`src/design/fpltq_pkg.sv`:
```
// ----------------------------------------------------------------------------
// fpltq_pkg: shared types and constants of the four-level trap queue
// Request and result payloads, request and status codes, controller states,
// and the command and status bundles between controller and datapath.
// ----------------------------------------------------------------------------
package fpltq_pkg;

	// queue geometry
	localparam int QUEUE_DEPTH = 16;   // entries per level, 1..16
	localparam int LEVELS      = 4;
	localparam int LVL_W       = 2;
	localparam int SLOTS       = 16;   // store slots reserved per level
	localparam int SLOT_W      = 4;
	localparam int ADDR_W      = LVL_W + SLOT_W;
	localparam int CNT_W       = 5;
	localparam int TOT_W       = 7;

	localparam logic [CNT_W-1:0] DEPTH_C   = CNT_W'(QUEUE_DEPTH);
	localparam logic [CNT_W-1:0] DEPTH_M1  = CNT_W'(QUEUE_DEPTH - 1);
	localparam logic [LVL_W-1:0] MAX_LVL   = LVL_W'(LEVELS - 1);
	localparam logic [7:0]       MAX_LVL_B = 8'(LEVELS - 1);

	// request kinds
	localparam logic [1:0] REQ_QUEUE   = 2'd0;
	localparam logic [1:0] REQ_ENABLE  = 2'd1;
	localparam logic [1:0] REQ_DELIVER = 2'd2;

	// result status codes
	localparam logic [2:0] ST_NORMAL   = 3'd0;
	localparam logic [2:0] ST_BADPARAM = 3'd1;
	localparam logic [2:0] ST_LIMIT    = 3'd2;
	localparam logic [2:0] ST_WASCLR   = 3'd3;
	localparam logic [2:0] ST_WASSET   = 3'd4;

	typedef struct packed {
		logic [1:0]  req_type;
		logic [31:0] handler_token;
		logic [31:0] trap_param;
		logic [7:0]  level_req;
		logic        enable_bit;
		logic [1:0]  cur_level;
	} req_t;

	typedef struct packed {
		logic [2:0]       status;
		logic             has_entry;
		logic [31:0]      out_handler;
		logic [31:0]      out_param;
		logic [LVL_W-1:0] out_level;
		logic             last;
		logic             signal_raised;
		logic [TOT_W-1:0] pending_total;
		logic             cur_enabled;
		logic             delivery_requested;
	} rsp_t;

	typedef enum logic [1:0] {
		S_IDLE,
		S_READ,
		S_EMIT
	} fsm_t;

	// controller -> datapath
	typedef struct packed {
		logic take;   // request transfer this cycle
		logic rd;     // pop head of first eligible queue, read store
		logic emit;   // load delivered trap into result register
	} cmd_t;

	// datapath -> controller
	typedef struct packed {
		logic drain;     // current request is a deliver with traps to pop
		logic last;      // popped trap is the final one
		logic out_free;  // result register can take a new result
	} sts_t;

endpackage

```
`src/design/fpltq_ctrl.sv`:
```
// ----------------------------------------------------------------------------
// fpltq_ctrl: sequencing controller
// Takes requests while idle, and walks a delivery as read / emit step pairs.
// ----------------------------------------------------------------------------
module fpltq_ctrl import fpltq_pkg::*; (
	input  logic clk,
	input  logic arst_n,
	input  logic req_valid,
	output logic req_stall,
	input  sts_t sts,
	output cmd_t cmd
);

	fsm_t state_q, state_d;

	// state register
	always_ff @(posedge clk or negedge arst_n) begin
		if (!arst_n) begin
			state_q <= S_IDLE;
		end else begin
			state_q <= state_d;
		end
	end

	// next state and commands
	always_comb begin
		state_d   = state_q;
		cmd       = '0;
		req_stall = 1'b1;
		unique case (state_q)
			S_IDLE: begin
				req_stall = !sts.out_free;
				if (req_valid && sts.out_free) begin
					cmd.take = 1'b1;
					if (sts.drain) state_d = S_READ;
				end
			end
			S_READ: begin
				cmd.rd  = 1'b1;
				state_d = S_EMIT;
			end
			S_EMIT: begin
				if (sts.out_free) begin
					cmd.emit = 1'b1;
					state_d  = sts.last ? S_IDLE : S_READ;
				end
			end
			default: begin
				state_d = S_IDLE;
			end
		endcase
	end

endmodule

```
`config.mk`:
```
export PLATFORM = sky130hd
export DESIGN_NAME = fpltq_ctrl
export DESIGN_NICKNAME = d
export VERILOG_FILES = /design/src/design/fpltq_pkg.sv /design/src/design/fpltq_ctrl.sv
export SDC_FILE = /design/constraint.sdc
export NUM_CORES = 1
export LEC_CHECK = 0
export BUFFER_PORTS_ARGS = -buffer_cell sky130_fd_sc_hd__buf_2
export CELL_PAD_IN_SITES_DETAIL_PLACEMENT = 0
export CELL_PAD_IN_SITES_GLOBAL_PLACEMENT = 1
export CORE_AREA = 5 5 42 44
export CTS_BUF_LIST = sky130_fd_sc_hd__clkbuf_8 sky130_fd_sc_hd__clkbuf_16
export CTS_CLUSTER_SIZE = 20
export DETAILED_ROUTE_END_ITERATION = 10
export DIE_AREA = 0 0 47 49
export PLACE_DENSITY = 0.48
export SETUP_SLACK_MARGIN = 0.2
export SYNTH_ARGS = -nofsm -noshare
export SYNTH_HDL_FRONTEND = slang
export SYNTH_SLANG_ARGS = --single-unit
```
`constraint.sdc`:
```
create_clock -name clk -period 2.1 [get_ports clk]
set_input_delay 0.42 -clock clk [delete_from_list [all_inputs] [get_ports clk]]
set_output_delay 0.42 -clock clk [all_outputs]
set_load 0.05 [all_outputs]
```
# Word level (Yosys, flattened, before mapping)
# Index checks and enable logic that the tools add are counted.
[op_classes] n_reduce_logical=4 mux=11 n_eq_ne=5
[op_table] operator="two-way mux 1 bit" count=7
[op_table] operator="two-way mux 2 bit" count=3
[op_table] operator="!= test 2 bit (second input constant)" count=3
[op_table] operator="one-hot mux 2 bit (3 select lines)" count=1
[op_table] operator="AND reduction 3 bit" count=1
[op_table] operator="== test 2 x 1 -> 1 bit (second input constant)" count=1
[op_table] operator="== test 2 bit (second input constant)" count=1
[op_table] operator="logical NOT 2 bit" count=1
[op_table] operator="logical AND 1 bit" count=1
[op_table] operator="logical NOT 1 bit" count=1
[totals] input_bits=6 word_cells=21 register_bits=2 out_inout_bits=4

# Depth between registers and ports, before layout
[depth] depth_word=3 depth_mapped=2 ltp_nobuf=2

# Least setup slack after synthesis
# OpenSTA, ideal clock, no wires.
[synth_timing] path_kind="register -> output" from="register state_q[1]" to="output port cmd[2] in the netlist's numbering" slack_ns=0.333 stages_incl_launch_ff=3 t_arrival_ns=1.347 path_cell_list="dfrtp_1 -> or3b_4 -> nor2_2"
[synth_lines] element="start: declaration" line="fpltq_ctrl.sv:14" text="fsm_t state_q, state_d;"
[synth_lines] element="start signal: assignment" line="fpltq_ctrl.sv:21" text="state_q <= state_d;"
[synth_lines] element="end: declaration" line="fpltq_ctrl.sv:11" text="output cmd_t cmd"

==> summary.txt <==
Timing
  – Setup TNS: 0 ps
  – Clk_skew: 0.175 ps
  – Setup violations, final: 0
  – F_max: 557 MHz
  – Relative max-transition margin: 83.1%
  – RSZ-0062 raised after global routing: no
  – Fin crit share: 85.5%
  – Fin Hold WS: 459 ps
  – Final worst path period need: 1800 ps
  – Final Hold Violating Endpoints: 0
  – Worst slew pin tran: 256 ps
  – Final max-slew violation count: 0

Synth
  – Share of the yosys chip area belonging to registers: 37.7%
  – Unique masters post-synth: 12
  – Syn nets: 21
  – Cell count after synthesis: 15
  – Syn Area/Cell: 8.84 um2
  – Synth top area share: 37.7%
  – Ys Warns: 0
  – Mapped cell area: 133 um2
  – Synthesized flop and latch total: 2
  – Largest area contributor in the synthesized netlist: dfrtp_1
  – Top cells by area, synth: dfrtp_1, or3b_4, a21o_2, and2b_1, buf_4

Critical path
  – Required @ worst endpoint: approximately 1700 ps
  – Startpoint types: flop
  – FF-to-FF Start: state_q[1]
  – CP Class: reg -> out
  – Cell depth of the worst setup path: 3
  – Buffers & Inverters on Critical Path: 1
  – FF-to-FF setup slack: 1200 ps
  – Crit-path cells: or3b_4 > nor2_2 > buf_2
  – Crit Path Max Fanout: 6
  – Crit path max-delay family: simple AND/OR/NAND/NOR gates
  – Worst EP arrival: 1380 ps
  – CP Capture Type: output pin
  – R2r endpoint: state_q[1]
  – Slowest cell on crit path: or3b_4
  – Worst r2r path cells: 2
  – Max incr delay on CP: 420 ps

Clock tree
  – Root buffer cell: clkbuf_8
  – Htree depth: 1
  – Worst-path clk slew: roughly 30 ps
  – TritonCTS buffer count: 3
  – Clock sinks: 2
  – Longest Clk Path Bufs: 2
  – Clk_lat worst skew: 210 ps
  – TritonCTS clock tree: done
  – Post-CTS Setup Bufs: 0

Pwr
  – Sequential Power Share: 18.6%
  – Clock share of power: 56.5%
  – P_leak: roughly 0.13 nW
  – Internal power: 0.000188 W
  – PwrDens: 1090 mW/mm2
  – Switching Power: 0.0000753 W
  – Total power: between 0.0002 and 0.0003 W
  – Worst vdd ir: 0.193 mV
  – Comb pwr share: 24.9%
  – Net Sw Frac: between 20% and 30%

Worst hold path
  – Worst Hold Depth: 3
  – Hold Path End: state_q[0]
  – Hold_sp: sts[1]
  – Hold crit path type: in -> reg

Routing
  – Detail Route Antenna Nets: 0
  – Avg WL per Cell: 8.51 um
  – Routed wl met3: 74 um
  – M1 wire length: 183 um
  – First drt pass iteration count: 3
  – Uppermost layer routed: met4
  – Detailed Route WL: 366 um
  – Drt drc: 0
  – Via count: about 130
  – Routed wire length on met2: between 100 and 150 um
  – DR vias/cell: 3.12
  – Initial DRC count: 2

Cells and area
  – Antenna diode count: 0
  – Reg with most FFs: state_q
  – Largest register FFs: 2
  – Layout cells sized above 1: a little under three fifths
  – Syn-to-layout area delta: 82.1%
  – Final #Nets: 35
  – FILL cells: 174
  – Top flop regs: state_q (2)

Die
  – Die area: roughly 0.0023 mm2
  – Starting Density: under 10%
  – Chip height: 49 um
  – Core area: 0.00140 mm2
  – Die width: ~47 um
  – # rows: 14
  – IO Pins: 10

Run
  – Number of max-cap violations: 0

Global routing
  – GRT Total Usage: 4.15%
  – Total grt overflow: 0
  – Largest net degree at the start of global routing: 7
  – First-pass GRT wire length: ~580 um
  – Vias in the first global route: 150
  – Initial antenna violation count: 0

Status
  – Status: completed

Placed design
  – Input/output buffers: 9
  – GPL Wtd Cong: 0.639
area by class of cell:
class / instances / area (um2) / share of cell area, %
Inverter: 2 / 7.51 / 3.11
Timing Repair Buffer: 10 / 55.1 / 22.8
Sequential cell: 2 / 50.0 / 20.7
Tap cell: 16 / 20.0 / 8.29
Multi-Input combinational cell: 10 / 67.6 / 28.0
Clock buffer: 3 / 41.3 / 17.1
worst min-delay path, cell delays in order:
cell and delay [ps]:
buf_2 70, or2b_1 80, a21oi_1 50
power by group through the flow:
stage | Combinational, W | Sequential (W) | Clock (W)
global placement | 0.0000636 | 0.0000489 | 0
CTS | 0.0000660 | 0.0000490 | 0.000154
detailed placement | 0.0000643 | 0.0000494 | 0
finish | 0.0000654 | 0.0000490 | 0.000149
floorplan | 0.0000520 | 0.0000480 | 0
global route | 0.0000705 | 0.0000501 | 0.000155
layer usage:
layer,track usage [%],vias up
met1,5.26,51
li1,-,71
met4,6.91,0
met2,2.49,10
met5,0,-
met3,3.32,2
cell usage after synthesis:
library cell	n
a21o_2	1
nor2_1	2
inv_1	2
and2b_1	1
a21oi_1	1
nand3b_1	1
or3b_4	1
nand2b_1	1
nor2_2	1
dfrtp_1	2
or2b_1	1
buf_4	1
kinds of logic after synthesis:
group / synth area share, %
AND/OR/NAND/NOR: 40.6
buffers and inverters: 11.3
flip-flops: 37.7
AO/OA/AOI/OAI: 10.4
placed cells by master, fill, tap and decap left out:
master         count
a21o_2             1
a21oi_1            1
and2b_1            1
buf_2              9
clkbuf_8           3
dfrtp_1            2
dlygate4sd3_1      1
inv_1              2
nand2b_1           1
nand3b_1           1
nor2_1             2
nor2_2             1
or2b_1             1
or3b_4             1
worst max-delay path by stage:
stage | from | to | slack (ps)
6_report | state_q[1] | cmd[2] | 300
5_1_grt | state_q[1] | cmd[2] | 240
4_1_cts | state_q[1] | cmd[2] | 290
3_5_place_dp | sts[0] | cmd[2] | 430
3_3_place_gp | sts[0] | cmd[2] | 440
2_1_floorplan | state_q[1] | cmd[2] | 330
per-stage QoR:
step	setup WS (ps)	area (um2)	util, %	instances
after floorplan	333	133	-	15
after global placement	444	190	13.6	39
after detailed placement	433	190	13.6	39
after CTS	295	241	17.2	43
after global routing	240	241	17.2	43
final	304	241	17.2	43
what timing repair did:
action / in CTS / in global routing
gates resized for setup: 0 / 0
hold buffers: 1 / 0
endpoints found under the hold margin: 2 / 0
Power figures use the tool's default switching activity.
